`src/design/bmsp_pkg.sv`:
```
package bmsp_pkg;

    localparam int SIG_LEN    = 22;
    localparam int FLAG_LAST  = 25;
    localparam int XFORM_LAST = 36;
    localparam int JOINT_MAX  = 512;
    localparam int NAME_BYTES = 64;
    localparam int FIFO_DEPTH = 4;
    localparam int FIFO_AW    = $clog2(FIFO_DEPTH);

    localparam logic [7:0] SIG_BYTES [SIG_LEN] = '{
        8'd76, 8'd105, 8'd110, 8'd100, 8'd101, 8'd110, 8'd32, 8'd66, 8'd105, 8'd110, 8'd97,
        8'd114, 8'd121, 8'd32, 8'd77, 8'd101, 8'd115, 8'd104, 8'd32, 8'd49, 8'd46, 8'd48
    };

    typedef enum logic [3:0] {
        PH_HEADER,
        PH_XFORM,
        PH_VCOUNT,
        PH_POS,
        PH_NRM,
        PH_BIN,
        PH_UV,
        PH_DET,
        PH_WGT,
        PH_FCOUNT,
        PH_FACE,
        PH_JCOUNT,
        PH_JNAME,
        PH_TAIL
    } t_phase;

    typedef enum logic [2:0] {
        KIND_POS,
        KIND_NRM,
        KIND_UV,
        KIND_FACE,
        KIND_DONE,
        KIND_ERROR
    } t_kind;

    typedef enum logic [2:0] {
        ST_OK,
        ST_TRUNCATED,
        ST_BAD_HEADER,
        ST_NO_VERTS,
        ST_NO_FACES,
        ST_MANY_JOINTS
    } t_status;

    typedef struct packed {
        t_kind       kind;
        logic [31:0] word_a;
        logic [31:0] word_b;
        logic [31:0] word_c;
        logic [15:0] element_number;
        t_status     status;
        logic        file_finished;
    } t_result;

    // Up to two results per input byte: an element and the end-of-file result.
    typedef struct packed {
        logic    v0;
        logic    v1;
        t_result r0;
        t_result r1;
    } t_push;

    function automatic logic [31:0] put_byte(logic [31:0] w, logic [1:0] sh, logic [7:0] b);
        logic [31:0] r;
        r = w;
        case (sh)
            2'd0:    r[7:0]   = b;
            2'd1:    r[15:8]  = b;
            2'd2:    r[23:16] = b;
            default: r[31:24] = b;
        endcase
        return r;
    endfunction

endpackage

```
`src/design/bmsp_in_if.sv`:
```
interface bmsp_in_if;
    logic       valid;
    logic       ready;
    logic [7:0] data_byte;
    logic       end_of_file;

    modport source (output valid, output data_byte, output end_of_file, input ready);
    modport sink (input valid, input data_byte, input end_of_file, output ready);
endinterface

```
`src/design/bmsp_out_if.sv`:
```
interface bmsp_out_if;
    logic        valid;
    logic        ready;
    logic [2:0]  kind;
    logic [31:0] word_a;
    logic [31:0] word_b;
    logic [31:0] word_c;
    logic [15:0] element_number;
    logic [2:0]  status;
    logic        file_finished;

    modport source (
        output valid, output kind, output word_a, output word_b, output word_c,
        output element_number, output status, output file_finished, input ready
    );
    modport sink (
        input valid, input kind, input word_a, input word_b, input word_c,
        input element_number, input status, input file_finished, output ready
    );
endinterface

```
`src/design/bmsp_parser.sv`:
```
module bmsp_parser (
    input  logic           i_clk,
    input  logic           i_rst_n,
    input  logic           i_fire,
    input  logic [7:0]     i_data_byte,
    input  logic           i_end_of_file,
    output bmsp_pkg::t_push o_push
);
    import bmsp_pkg::*;

    t_phase      r_phase, n_phase;
    logic [5:0]  r_bc, n_bc;
    logic [4:0]  r_hbs, n_hbs;
    logic        r_mismatch, n_mismatch;
    logic        r_weights, n_weights;
    logic        r_detail, n_detail;
    logic [15:0] r_vtotal, n_vtotal;
    logic [15:0] r_ftotal, n_ftotal;
    logic [9:0]  r_jtotal, n_jtotal;
    logic [15:0] r_ec, n_ec;
    logic [9:0]  r_nc, n_nc;
    logic [31:0] r_words [3];
    logic [31:0] n_words [3];
    logic        r_error, n_error;
    t_push       n_push;

    function automatic t_result mk_result(t_kind k, logic [31:0] a, logic [31:0] b,
                                          logic [31:0] c, logic [15:0] e, t_status s,
                                          logic f);
        t_result r;
        r.kind           = k;
        r.word_a         = a;
        r.word_b         = b;
        r.word_c         = c;
        r.element_number = e;
        r.status         = s;
        r.file_finished  = f;
        return r;
    endfunction

    always_comb begin
        logic [1:0]  lane;
        logic [1:0]  sh;
        logic        do_gather;
        logic [15:0] cnt;
        logic [15:0] ec_inc;
        logic [15:0] total;
        t_phase      after_sec;
        logic        elem_done;
        logic [9:0]  nc_inc;
        logic        clear_all;

        n_phase    = r_phase;
        n_bc       = r_bc;
        n_hbs      = r_hbs;
        n_mismatch = r_mismatch;
        n_weights  = r_weights;
        n_detail   = r_detail;
        n_vtotal   = r_vtotal;
        n_ftotal   = r_ftotal;
        n_jtotal   = r_jtotal;
        n_ec       = r_ec;
        n_nc       = r_nc;
        n_error    = r_error;
        n_words    = r_words;
        n_push     = '0;
        lane       = 2'd0;
        sh         = 2'd0;
        do_gather  = 1'b0;
        cnt        = '0;
        ec_inc     = r_ec + 16'd1;
        total      = r_vtotal;
        after_sec  = r_phase;
        elem_done  = 1'b0;
        nc_inc     = r_nc + 10'd1;
        clear_all  = 1'b0;

        // Byte placement into the assembly words for the sections that collect data.
        case (r_phase) inside
            PH_VCOUNT, PH_FCOUNT, PH_JCOUNT: begin
                do_gather = 1'b1;
                lane      = 2'd0;
                sh        = r_bc[1:0];
            end
            PH_POS, PH_NRM, PH_UV: begin
                do_gather = 1'b1;
                lane      = r_bc[3:2];
                sh        = r_bc[1:0];
            end
            PH_FACE: begin
                do_gather = 1'b1;
                lane      = r_bc[2:1];
                sh        = {1'b0, r_bc[0]};
            end
            default: begin
                do_gather = 1'b0;
            end
        endcase

        if (i_fire && !r_error && do_gather) begin
            for (int l = 0; l < 3; l++) begin
                if (lane == 2'(l)) begin
                    n_words[l] = put_byte(r_words[l], sh, i_data_byte);
                end
            end
        end
        cnt = n_words[0][15:0];

        if (i_fire) begin
            if (r_error) begin
                clear_all = i_end_of_file;
            end else begin
                unique case (r_phase) inside
                    PH_HEADER: begin
                        if (r_hbs < 5'(SIG_LEN) && i_data_byte != SIG_BYTES[r_hbs]) begin
                            n_mismatch = 1'b1;
                        end
                        if (r_hbs == 5'(FLAG_LAST - 1)) begin
                            n_weights = (i_data_byte != 8'd0);
                        end
                        if (r_hbs >= 5'(FLAG_LAST)) begin
                            n_detail = (i_data_byte != 8'd0);
                            if (n_mismatch) begin
                                n_push.v0 = 1'b1;
                                n_push.r0 = mk_result(KIND_ERROR, '0, '0, '0, '0,
                                                      ST_BAD_HEADER, 1'b1);
                                n_error   = 1'b1;
                            end else begin
                                n_phase = PH_XFORM;
                                n_bc    = '0;
                            end
                        end else begin
                            n_hbs = r_hbs + 5'd1;
                        end
                    end
                    PH_XFORM: begin
                        if (r_bc >= 6'(XFORM_LAST)) begin
                            n_phase = PH_VCOUNT;
                            n_bc    = '0;
                        end else begin
                            n_bc = r_bc + 6'd1;
                        end
                    end
                    PH_VCOUNT, PH_FCOUNT, PH_JCOUNT: begin
                        if (r_bc == 6'd0) begin
                            n_bc = 6'd1;
                        end else begin
                            n_bc = '0;
                            n_ec = '0;
                            if (r_phase == PH_VCOUNT) begin
                                if (cnt == 16'd0) begin
                                    n_push.v0 = 1'b1;
                                    n_push.r0 = mk_result(KIND_ERROR, '0, '0, '0, '0,
                                                          ST_NO_VERTS, 1'b1);
                                    n_error   = 1'b1;
                                end else begin
                                    n_vtotal = cnt;
                                    n_phase  = PH_POS;
                                end
                            end else if (r_phase == PH_FCOUNT) begin
                                if (cnt == 16'd0) begin
                                    n_push.v0 = 1'b1;
                                    n_push.r0 = mk_result(KIND_ERROR, '0, '0, '0, '0,
                                                          ST_NO_FACES, 1'b1);
                                    n_error   = 1'b1;
                                end else begin
                                    n_ftotal = cnt;
                                    n_phase  = PH_FACE;
                                end
                            end else begin
                                if (cnt > 16'(JOINT_MAX)) begin
                                    n_push.v0 = 1'b1;
                                    n_push.r0 = mk_result(KIND_ERROR, '0, '0, '0, '0,
                                                          ST_MANY_JOINTS, 1'b1);
                                    n_error   = 1'b1;
                                end else begin
                                    n_jtotal = cnt[9:0];
                                    n_nc     = '0;
                                    n_phase  = (cnt == 16'd0) ? PH_TAIL : PH_JNAME;
                                end
                            end
                        end
                    end
                    PH_POS, PH_NRM: begin
                        if (r_bc < 6'd11) begin
                            n_bc = r_bc + 6'd1;
                        end else begin
                            n_push.v0 = 1'b1;
                            n_push.r0 = mk_result((r_phase == PH_POS) ? KIND_POS : KIND_NRM,
                                                  n_words[0], n_words[2],
                                                  n_words[1] ^ 32'h8000_0000,
                                                  r_ec, ST_OK, 1'b0);
                            elem_done = 1'b1;
                            after_sec = (r_phase == PH_POS) ? PH_NRM : PH_BIN;
                        end
                    end
                    PH_BIN: begin
                        if (r_bc < 6'd11) begin
                            n_bc = r_bc + 6'd1;
                        end else begin
                            elem_done = 1'b1;
                            after_sec = PH_UV;
                        end
                    end
                    PH_UV: begin
                        if (r_bc < 6'd7) begin
                            n_bc = r_bc + 6'd1;
                        end else begin
                            n_push.v0 = 1'b1;
                            n_push.r0 = mk_result(KIND_UV, n_words[0], n_words[1], '0,
                                                  r_ec, ST_OK, 1'b0);
                            elem_done = 1'b1;
                            after_sec = r_detail ? PH_DET : (r_weights ? PH_WGT : PH_FCOUNT);
                        end
                    end
                    PH_DET: begin
                        if (r_bc < 6'd7) begin
                            n_bc = r_bc + 6'd1;
                        end else begin
                            elem_done = 1'b1;
                            after_sec = r_weights ? PH_WGT : PH_FCOUNT;
                        end
                    end
                    PH_WGT: begin
                        if (r_bc < 6'd3) begin
                            n_bc = r_bc + 6'd1;
                        end else begin
                            elem_done = 1'b1;
                            after_sec = PH_FCOUNT;
                        end
                    end
                    PH_FACE: begin
                        if (r_bc < 6'd5) begin
                            n_bc = r_bc + 6'd1;
                        end else begin
                            n_push.v0 = 1'b1;
                            n_push.r0 = mk_result(KIND_FACE,
                                                  {16'd0, n_words[0][15:0]},
                                                  {16'd0, n_words[1][15:0]},
                                                  {16'd0, n_words[2][15:0]},
                                                  r_ec, ST_OK, 1'b0);
                            elem_done = 1'b1;
                            total     = r_ftotal;
                            after_sec = r_weights ? PH_JCOUNT : PH_TAIL;
                        end
                    end
                    PH_JNAME: begin
                        if (r_bc < 6'(NAME_BYTES - 1)) begin
                            n_bc = r_bc + 6'd1;
                        end else begin
                            n_bc = '0;
                            n_nc = nc_inc;
                            if (nc_inc >= r_jtotal) begin
                                n_phase = PH_TAIL;
                            end
                        end
                    end
                    default: begin
                        n_phase = r_phase;
                    end
                endcase

                // One element finished: count it and leave the section after the last.
                if (elem_done) begin
                    n_bc = '0;
                    if (ec_inc == total) begin
                        n_ec    = '0;
                        n_phase = after_sec;
                    end else begin
                        n_ec = ec_inc;
                    end
                end

                if (i_end_of_file) begin
                    if (!n_error) begin
                        n_push.v1 = 1'b1;
                        if (n_phase == PH_TAIL) begin
                            n_push.r1 = mk_result(KIND_DONE, '0, '0, '0, '0, ST_OK, 1'b1);
                        end else begin
                            n_push.r1 = mk_result(KIND_ERROR, '0, '0, '0, '0,
                                                  ST_TRUNCATED, 1'b1);
                        end
                    end
                    clear_all = 1'b1;
                end
            end
        end

        if (clear_all) begin
            n_phase    = PH_HEADER;
            n_bc       = '0;
            n_hbs      = '0;
            n_mismatch = 1'b0;
            n_weights  = 1'b0;
            n_detail   = 1'b0;
            n_vtotal   = '0;
            n_ftotal   = '0;
            n_jtotal   = '0;
            n_ec       = '0;
            n_nc       = '0;
            n_error    = 1'b0;
        end
    end

    always_ff @(posedge i_clk) begin
        if (!i_rst_n) begin
            r_phase    <= PH_HEADER;
            r_bc       <= '0;
            r_hbs      <= '0;
            r_mismatch <= 1'b0;
            r_weights  <= 1'b0;
            r_detail   <= 1'b0;
            r_vtotal   <= '0;
            r_ftotal   <= '0;
            r_jtotal   <= '0;
            r_ec       <= '0;
            r_nc       <= '0;
            r_error    <= 1'b0;
        end else begin
            r_phase    <= n_phase;
            r_bc       <= n_bc;
            r_hbs      <= n_hbs;
            r_mismatch <= n_mismatch;
            r_weights  <= n_weights;
            r_detail   <= n_detail;
            r_vtotal   <= n_vtotal;
            r_ftotal   <= n_ftotal;
            r_jtotal   <= n_jtotal;
            r_ec       <= n_ec;
            r_nc       <= n_nc;
            r_error    <= n_error;
        end
    end

    // The assembly words are always fully rewritten before they are read out.
    always_ff @(posedge i_clk) begin
        r_words <= n_words;
    end

    assign o_push = n_push;

endmodule

```
`src/design/bmsp_out_fifo.sv`:
```
module bmsp_out_fifo (
    input  logic              i_clk,
    input  logic              i_rst_n,
    input  bmsp_pkg::t_push   i_push,
    input  logic              i_ready,
    output logic              o_valid,
    output bmsp_pkg::t_result o_data,
    output logic              o_room
);
    import bmsp_pkg::*;

    t_result              r_mem [FIFO_DEPTH];
    logic [FIFO_AW-1:0]   r_wr, n_wr;
    logic [FIFO_AW-1:0]   r_rd, n_rd;
    logic [FIFO_AW:0]     r_count, n_count;
    logic                 pop;
    logic [1:0]           push_n;
    logic [FIFO_AW-1:0]   wr_next;

    assign pop     = (r_count != '0) && i_ready;
    assign push_n  = {1'b0, i_push.v0} + {1'b0, i_push.v1};
    assign wr_next = r_wr + FIFO_AW'(1);

    always_comb begin
        n_wr    = r_wr + FIFO_AW'(push_n);
        n_rd    = pop ? r_rd + FIFO_AW'(1) : r_rd;
        n_count = r_count + (FIFO_AW + 1)'(push_n) - (FIFO_AW + 1)'(pop);
    end

    always_ff @(posedge i_clk) begin
        if (!i_rst_n) begin
            r_wr    <= '0;
            r_rd    <= '0;
            r_count <= '0;
        end else begin
            r_wr    <= n_wr;
            r_rd    <= n_rd;
            r_count <= n_count;
        end
    end

    // A lone end-of-file result takes the first free slot.
    always_ff @(posedge i_clk) begin
        if (i_push.v0) begin
            r_mem[r_wr] <= i_push.r0;
            if (i_push.v1) begin
                r_mem[wr_next] <= i_push.r1;
            end
        end else if (i_push.v1) begin
            r_mem[r_wr] <= i_push.r1;
        end
    end

    assign o_valid = (r_count != '0);
    assign o_data  = r_mem[r_rd];
    assign o_room  = (r_count <= (FIFO_AW + 1)'(FIFO_DEPTH - 2));

endmodule

```
`src/design/binary_mesh_stream_parser.sv`:
```
// Byte-serial parser for a binary avatar mesh file.
// Input channel i_in carries one file byte per request, with end_of_file set
// on the last byte of each file. Output channel o_out carries one result per
// request: positions, normals, texture coordinates and faces in file order,
// then a single done or error result with file_finished set.
// Throughput is one byte per cycle while the output queue has room. A byte is
// handled in the cycle it is accepted; the queue registers its results.
// A byte may produce two results (an element that completes on the last byte
// followed by done or error); both go into a four-entry output queue, and
// i_in.ready is low while fewer than two entries are free.
// After an error the remaining bytes of the file are consumed without output.
// Every end-of-file byte returns the parser to its header state.
// Reset (i_rst_n low, synchronous) empties the output queue and returns the
// parser to its header state. When the receiver stalls, the queue fills and
// input is held off; no result is dropped or repeated.
module binary_mesh_stream_parser (
    input  logic       i_clk,
    input  logic       i_rst_n,
    bmsp_in_if.sink    i_in,
    bmsp_out_if.source o_out
);
    import bmsp_pkg::*;

    logic    fire;
    logic    room;
    t_push   push;
    t_result res;

    assign fire = i_in.valid && room;
    assign i_in.ready = room;

    bmsp_parser u_parser (
        .i_clk         (i_clk),
        .i_rst_n       (i_rst_n),
        .i_fire        (fire),
        .i_data_byte   (i_in.data_byte),
        .i_end_of_file (i_in.end_of_file),
        .o_push        (push)
    );

    bmsp_out_fifo u_fifo (
        .i_clk   (i_clk),
        .i_rst_n (i_rst_n),
        .i_push  (push),
        .i_ready (o_out.ready),
        .o_valid (o_out.valid),
        .o_data  (res),
        .o_room  (room)
    );

    assign o_out.kind           = res.kind;
    assign o_out.word_a         = res.word_a;
    assign o_out.word_b         = res.word_b;
    assign o_out.word_c         = res.word_c;
    assign o_out.element_number = res.element_number;
    assign o_out.status         = res.status;
    assign o_out.file_finished  = res.file_finished;

endmodule

```
`src/flat_wrapper.sv`:
```
// flat-port wrapper written by rule: the top's interface ports become plain ports
module binary_mesh_stream_parser_flat import bmsp_pkg::*;
  (i_clk, i_rst_n, i_in_valid, i_in_data_byte, i_in_end_of_file, i_in_ready, o_out_valid, o_out_kind, o_out_word_a, o_out_word_b, o_out_word_c, o_out_element_number, o_out_status, o_out_file_finished, o_out_ready);
  bmsp_in_if i_in_i ();
  bmsp_out_if o_out_i ();
  input  logic i_clk;
  input  logic i_rst_n;
  input wire logic [$bits(i_in_i.valid)-1:0] i_in_valid;
  input wire logic [$bits(i_in_i.data_byte)-1:0] i_in_data_byte;
  input wire logic [$bits(i_in_i.end_of_file)-1:0] i_in_end_of_file;
  output wire logic [$bits(i_in_i.ready)-1:0] i_in_ready;
  output wire logic [$bits(o_out_i.valid)-1:0] o_out_valid;
  output wire logic [$bits(o_out_i.kind)-1:0] o_out_kind;
  output wire logic [$bits(o_out_i.word_a)-1:0] o_out_word_a;
  output wire logic [$bits(o_out_i.word_b)-1:0] o_out_word_b;
  output wire logic [$bits(o_out_i.word_c)-1:0] o_out_word_c;
  output wire logic [$bits(o_out_i.element_number)-1:0] o_out_element_number;
  output wire logic [$bits(o_out_i.status)-1:0] o_out_status;
  output wire logic [$bits(o_out_i.file_finished)-1:0] o_out_file_finished;
  input wire logic [$bits(o_out_i.ready)-1:0] o_out_ready;
  assign i_in_i.valid = i_in_valid;
  assign i_in_i.data_byte = i_in_data_byte;
  assign i_in_i.end_of_file = i_in_end_of_file;
  assign i_in_ready = i_in_i.ready;
  assign o_out_valid = o_out_i.valid;
  assign o_out_kind = o_out_i.kind;
  assign o_out_word_a = o_out_i.word_a;
  assign o_out_word_b = o_out_i.word_b;
  assign o_out_word_c = o_out_i.word_c;
  assign o_out_element_number = o_out_i.element_number;
  assign o_out_status = o_out_i.status;
  assign o_out_file_finished = o_out_i.file_finished;
  assign o_out_i.ready = o_out_ready;
  binary_mesh_stream_parser u_core (.i_clk(i_clk), .i_rst_n(i_rst_n), .i_in(i_in_i), .o_out(o_out_i));
endmodule
```
`config.mk`:
```
export PLATFORM = sky130hd
export DESIGN_NAME = binary_mesh_stream_parser_flat
export DESIGN_NICKNAME = d
export VERILOG_FILES = /design/src/design/bmsp_pkg.sv /design/src/design/bmsp_in_if.sv /design/src/design/bmsp_out_if.sv /design/src/design/bmsp_parser.sv /design/src/design/bmsp_out_fifo.sv /design/src/design/binary_mesh_stream_parser.sv /design/src/flat_wrapper.sv
export SDC_FILE = /design/constraint.sdc
export NUM_CORES = 1
export LEC_CHECK = 0
export BUFFER_PORTS_ARGS = -buffer_cell sky130_fd_sc_hd__buf_2
export CORE_MARGIN = 1
export CORE_UTILIZATION = 65
export CTS_CLUSTER_SIZE = 40
export DETAILED_ROUTE_END_ITERATION = 10
export PLACE_DENSITY = 0.87
export SLEW_MARGIN = 0
export SYNTH_ARGS = -nofsm -noshare
export SYNTH_HDL_FRONTEND = slang
export SYNTH_SLANG_ARGS = --single-unit
```
`constraint.sdc`:
```
create_clock -name i_clk -period 9.1 [get_ports i_clk]
set_input_delay 0 -clock i_clk [delete_from_list [all_inputs] [get_ports i_clk]]
set_output_delay 0 -clock i_clk [all_outputs]
set_load 0.01 [all_outputs]
```
==> impl_metrics.yaml, run 1 <==
clock_network:
  cts.repair.resized: 0
  root_buffer: "clkbuf_16"
  cts_buffers: 61
  cts_tree: "built"
  clock_sinks: 664
  htreeDepth: 2
  clock_path_buffers: 3
  cts.clk_slew.worst_paths_ps: 60
  insertion_delay_ps: 650
  cts_setup_buffers: 0
detailed_routing:
  wl_per_cell_um: 23.7
  drtAntennaViolNets: 0
  drt-total-wl_mm: 78.5
  drcViolationCount: 0
  vias: 22400
  drtIter0Drc: 3070
  vias_per_cell: 6.76
  drt_first_pass_iters: 6
die:
  start_util_pct: 66.5
  core-area_sq_um: 41200
  die-area_sq_um: 43000
  die_x_um: 207
  row_count: 74
  ios: 134
  die_y_um: 207
synth:
  avgSynthCellArea_sq_um: 10.1
  synth_edf_count: 12
  syn_area_sq_um: 27400
  ys_seq_area_share_pct: 49.0
  syn_inst: 2711
  synth_top_area_share_pct: 47.7
  dominantRegCellSynth: "dfxtp_1"
  synth_area_leaders: "dfxtp_1, mux4_2, a22o_1"
  async_flop_share_pct: 0
  ys_ff_latch: 664
  syn-num-nets: 2753
  ys.warnings.count: 0
  synth_area_leader_cell: "dfxtp_1"
  netlist_top_cells_count: "dfxtp_1, nand2_1, o21ai_0, a22o_1, nor2_1"
  yosysMostFrequentCell: "dfxtp_1"
  synth.distinct_cells: 90
global_route:
  grt_busiest_layer: "met2"
  overflow: 0
  antenna_found_initial: 1
  grt_pass1_vias: 22300
  met1_usage_pct: 45.1
  gr-usage-met2_pct: 60.4
  grt_use_met3_pct: 6.58
  grt_pass1_wl_mm: 123
  grt_max_degree: 117
  track_usage_pct: 36.0
sta:
  setup_tns_ps: 0
  tightestPinTransition_ps: 1250
  fmax_mhz: 152
  finalSetupViolCount: 0
  timing.hold.ws_ps: 91.4
  rsz0062_at_grt: "false"
  slew_violations: 0
  slew_headroom_pct: 16.7
  finalHoldViolations: 0
  post-route-period-util_pct: 72.1
  fin_skew_ps: 24.2
  min_period_ps: 6560
  setup_slack_ps: 2540
setup_path:
  end_kind: "flip-flop"
  critPathLaunch: "u_core.u_fifo.r_count[0]$_SDFF_PN0_"
  criticalPathCategory: "flip-flop to flip-flop"
  worstPathArrival_ps: 7140
  worst_ep_required_time_ps: 9680
  r2r-start: "u_core.u_fifo.r_count[0]$_SDFF_PN0_"
  worst_setup_path_start_kind: "flip-flop"
  cp_max_fo: 57
layout:
  drive_above_1_share_pct: 15.9
  final_util_pct: 73.4
  nets: 2771
  diodes: 0
  fin_cells: 3311
  syn_to_final_growth_pct: 10.5
power_and_ir_drop:
  ir_drop_mv: 0.202
  switching_share_pct: 25.3
  intPower_uw: 4610
  p_leak_uw: 0.0117
  p_comb_share_pct: 8.4
  pwr-share-clk_pct: 42.5
  power.density_nw_per_um2: 204
  switchingPower_uw: 1560
  seqPwrFrac_pct: 49.0
place:
  pre_cts_ws_ps: 2790
  dpl.hpwl_mm: 48.0
  place_inst: 3187
  gp_congestion: 0.941
  io_buffers: 133
hold_path:
  min-delay-start: "i_in_end_of_file"
  hp-class: "input pin to flip-flop"
status:
  status: "finished, final reports clean"
run:
  cap_violations: 0
## flip-flops by register name, summed over array words and instances, names as in the netlist, named ones only
signal / count
u_core.u_parser.r_ec: 16
u_core.u_parser.r_hbs: 5
u_core.u_fifo.r_count: 3
u_core.u_parser.r_phase: 4
u_core.u_parser.r_nc: 10
u_core.u_parser.r_error: 1
u_core.u_parser.r_jtotal: 10
u_core.u_parser.r_detail: 1
u_core.u_parser.r_vtotal: 16
u_core.u_parser.r_bc: 6
u_core.u_parser.r_weights: 1
u_core.u_parser.r_words: 96
u_core.u_fifo.r_wr: 2
u_core.u_parser.r_ftotal: 16
u_core.u_fifo.r_rd: 2
u_core.u_parser.r_mismatch: 1
u_core.u_fifo.r_mem: 472
## per-layer routing
layer / share of wire, % / wire length (um)
met1: 39 / 30300
met2: 48 / 37900
met3: 8.9 / 6990
met4: 4.2 / 3320
met5: 0.015 / 12
## layout by cell type, fill, tap and decap left out, drive strengths merged, types with 87 or more instances in the layout
cell / netlist / layout
buf: 38 / 154
a22o: 217 / 217
mux2i: 90 / 90
nor2: 183 / 183
nand2: 339 / 339
o21ai: 293 / 293
mux4: 118 / 118
dfxtp: 652 / 652
a21oi: 96 / 96
inv: 85 / 87
## path summary, 6_finish.rpt
kind | cells past startpoint | to | slack (ps)
worst min-delay path | 5 | u_core.u_fifo.r_mem[1][1]$_DFFE_PP_ | 90
worst max-delay path | 16 | u_core.u_fifo.r_mem[1][106]$_SDFFE_PP0P_ | 2540
worst max register to register | 16 | u_core.u_fifo.r_mem[1][106]$_SDFFE_PP0P_ | 2540
worst min register to register | 2 | u_core.u_fifo.r_mem[2][2]$_SDFFE_PP0P_ | 450
## power groups by stage
stage                     clock network (uW)  registers [uW]  logic (uW)
after floorplan                            0            3010         423
after global routing                    2740            3030         551
final                                   2630            3030         519
after global placement                     0            3090         504
after CTS                               2630            3020         514
after detailed placement                   0            3090         508
## through the flow
stage / cell area [sq um] / power (uW)
final: 30300 / 6170
after floorplan: 27400 / 3430
after global routing: 30300 / 6320
after CTS: 30300 / 6160
after detailed placement: 28100 / 3600
after global placement: 28100 / 3590
## cell type report
cell class	instances	area, sq um
Clock inverter	33	373
Timing Repair Buffer	165	933
Inverter	86	325
Sequential cell	664	13400
Clock buffer	80	1680
Fill cell	2654	10900
Tap cell	532	666
Multi-Input combinational cell	1751	12900
## worst max-delay path, cell delays in order, from the launching register on
cell	delay [ps]
dfxtp_1	320
a21oi_1	340
nand3b_1	610
or4_1	850
o21ai_2	180
and2_1	380
inv_4	100
o41ai_2	490
a211oi_2	140
a32o_1	300
ha_1	260
a21oi_1	190
buf_4	270
and3_2	990
a21oi_1	460
nor2_1	400
a22o_1	190
## timing repair
item,CTS,global route
hold buffers,11,0
endpoints found under the setup margin,0,0
endpoints found under the hold margin,60,0
## logic make-up after synthesis
| group | after synthesis | synth area share [%] |
|---|---|---|
| buffers and inverters | 296 | 4.28 |
| multiplexers | 234 | 14.1 |
| adder cells (fa/ha/maj) | 29 | 1.35 |
| AO/OA/AOI/OAI | 744 | 18.3 |
| XOR/XNOR | 57 | 1.82 |
| AND/OR/NAND/NOR | 687 | 11.2 |
| flip-flops | 664 | 49.0 |
Power figures use the tool's default switching activity.
==> inputs of run 2 (changes only) <==
--- a/config.mk
+++ b/config.mk
@@ -5,12 +5,13 @@
 export SDC_FILE = /design/constraint.sdc
 export NUM_CORES = 1
 export LEC_CHECK = 0
+export ABC_AREA = 1
 export BUFFER_PORTS_ARGS = -buffer_cell sky130_fd_sc_hd__buf_2
 export CORE_MARGIN = 1
-export CORE_UTILIZATION = 65
+export CORE_UTILIZATION = 61
 export CTS_CLUSTER_SIZE = 40
 export DETAILED_ROUTE_END_ITERATION = 10
-export PLACE_DENSITY = 0.87
+export PLACE_DENSITY = 0.82
 export SLEW_MARGIN = 0
 export SYNTH_ARGS = -nofsm -noshare
 export SYNTH_HDL_FRONTEND = slang
==> constraint.sdc (replaced) <==
create_clock -name i_clk -period 6.1 [get_ports i_clk]
set_input_delay 0 -clock i_clk [delete_from_list [all_inputs] [get_ports i_clk]]
set_output_delay 0 -clock i_clk [all_outputs]
set_load 0.01 [all_outputs]
==> impl_metrics.yaml, run 2 <==
sta:
  finalSetupViolCount: 0
  slew_violations: 0
  setup_tns_ps: 0
  slew_headroom_pct: 26.1
  rsz0062_at_grt: "false"
  fmax_mhz: 174
  timing.hold.ws_ps: 64.7
  min_period_ps: 5740
  post-route-period-util_pct: 94.0
  finalHoldViolations: 0
  tightestPinTransition_ps: 1100
  fin_skew_ps: 18.3
layout:
  largest_reg_flops: 472
  nets: 3852
  final_common_cell: "o21ai_0"
  final_util_pct: 68.3
  top_register: "u_core.u_fifo.r_mem"
  fin_cells: 4471
  drive_above_1_share_pct: 9.38
  final_cell_mix: "o21ai_0, dfxtp_1, nand3_1"
  syn_to_final_growth_pct: 10.8
  top_regs: "u_core.u_fifo.r_mem x472, u_core.u_parser.r_words x96"
clock_network:
  htreeDepth: 3
  cts_hold_buf: 11
  cts_tree: "built"
  cts_setup_buffers: 0
  root_buffer: "clkbuf_16"
  cts.repair.resized: 0
  cts_buffers: 67
  insertion_delay_ps: 610
  clock_path_buffers: 3
  cts.clk_slew.worst_paths_ps: 70
  clock_sinks: 664
setup_path:
  r2r_slack_ps: 360
  worst_ep_required_time_ps: 6620
  criticalPathCategory: "flip-flop to flip-flop"
  cpPeakStageDelay_ps: 510
  worstPathArrival_ps: 6250
  path_buf_inv: 9
  cp_top_family: "simple AND/OR/NAND/NOR gates"
  cp_common_cell: "nand2_1"
  worst_setup_path_start_kind: "flip-flop"
  critPathSlowestCell: "dfxtp_1"
  end_kind: "flip-flop"
  cp_max_fo: 39
place:
  place_inst: 4337
  gp_congestion: 0.986
  io_buffers: 133
  dpl.hpwl_mm: 51.8
die:
  start_util_pct: 61.7
  die_x_um: 219
  die-area_sq_um: 47800
  ios: 134
  die_y_um: 219
  core-area_sq_um: 46500
  row_count: 79
synth:
  ys_ff_latch: 664
  synth_area_leader_cell: "dfxtp_1"
  synth_edf_count: 12
  ys.warnings.count: 0
  syn_area_sq_um: 28700
  netlist_top_cells_count: "o21ai_0, dfxtp_1, nand3_1, nor2_1, inv_1"
  syn_inst: 3842
  syn-num-nets: 3884
  avgSynthCellArea_sq_um: 7.46
  ys_seq_area_share_pct: 46.8
  async_flop_share_pct: 0
  synth.distinct_cells: 53
  dominantRegCellSynth: "dfxtp_1"
  yosysMostFrequentCell: "o21ai_0"
  synth_top_area_share_pct: 45.6
  synth_area_leaders: "dfxtp_1, o21ai_0, nand3_1"
detailed_routing:
  vias_per_cell: 6.18
  drtAntennaViolNets: 0
  drt_first_pass_iters: 6
  vias: 27600
  drt-total-wl_mm: 85.1
  wl_per_cell_um: 19.0
  drtIter0Drc: 3777
  drcViolationCount: 0
power_and_ir_drop:
  p_leak_uw: 0.0127
  ir_drop_mv: 0.284
  power.density_nw_per_um2: 369
global_route:
  grt_pass1_wl_mm: 134
  grt_max_degree: 172
  overflow: 0
  antenna_found_initial: 3
  grt_pass1_vias: 25000
  track_usage_pct: 35.0
run:
  cap_violations: 0
hold_path:
  hp-class: "input pin to flip-flop"
status:
  status: "finished, final reports clean"
run 2: cell types whose count changed after synthesis, sizes merged, moves of 21 or more:
cell / delta
buf: -21
o21ai: +511
mux2i: -88
xnor2: -36
mux4: -118
a22o: -215
nor2: +200
inv: +262
nand3: +496
o22a: -22
clkbuf: +88
o22ai: +215
mux2: -26
run 2: worst register-to-register path: cells and delay by family, from the launching register on:
family / cells / cell delay [ps]
flops: 1 / 510
fa+ha+maj: 1 / 200
simple gates: 18 / 2850
compound gates: 3 / 460
buf+inv: 9 / 1620
run 2: cells by family (layout without fill, tap and decap cells):
logic type / count (synthesis) / in the layout / share of synthesized area (%)
other: 0 / 3 / 0
AOI/OAI and AO/OA: 1176 / 1176 / 21.9
adders and majority gates: 29 / 29 / 1.29
xor gates and xnor gates: 32 / 32 / 0.978
buffers and inverters: 629 / 648 / 8.36
muxes: 2 / 2 / 0.0699
and+or+nand+nor: 1310 / 1310 / 20.6
DFF: 664 / 664 / 46.8
run 2: through the flow:
stage / area (sq um) / worst slack, ps / total power, uW
floorplan: 28700 / 1980 / 6620
global placement: 29400 / 763 / 7520
detailed placement: 29400 / 660 / 7540
CTS: 31700 / 562 / 11700
global route: 31700 / 57.2 / 12200
finish: 31700 / 365 / 11700
run 2: final timing paths:
kind	from	to	depth (start not counted)
worst max-delay path	u_core.u_parser.r_phase[1]$_SDFFE_PP0N_	u_core.u_fifo.r_mem[2][92]$_SDFFE_PP0P_	31
worst min register to register	u_core.u_parser.r_vtotal[12]$_SDFFE_PP0P_	u_core.u_parser.r_vtotal[12]$_SDFFE_PP0P_	2
worst max register to register	u_core.u_parser.r_phase[1]$_SDFFE_PP0N_	u_core.u_fifo.r_mem[2][92]$_SDFFE_PP0P_	31
worst min-delay path	i_in_end_of_file	u_core.u_fifo.r_mem[2][0]$_DFFE_PP_	5
run 2: final cells by class:
class / instances / area [sq um]
Sequential cell: 664 / 13400
Inverter: 352 / 1360
Clock buffer: 99 / 1970
Clock inverter: 21 / 249
Antenna cell: 3 / 7.51
Tap cell: 607 / 759
Fill cell: 3892 / 14700
Multi-Input combinational cell: 2549 / 12900
Timing Repair Buffer: 176 / 1120
run 2: metal layers:
layer	vias to the layer above	track usage (%)	part of all wire, %
li1	13100	-	-
met1	13000	48.1	42
met2	1374	54.5	45
met3	215	5.86	9.3
met4	2	14.0	3.6
met5	-	0	0.012
run 2: report_power, final:
part / internal (uW) / total (uW) / leakage (uW) / switching [uW]
combinational: 825 / 2850 / 0.00626 / 2030
sequential: 4560 / 4690 / 0.00536 / 127
clock: 2430 / 4160 / 0.00110 / 1740
total: 7810 / 11700 / 0.0127 / 3890
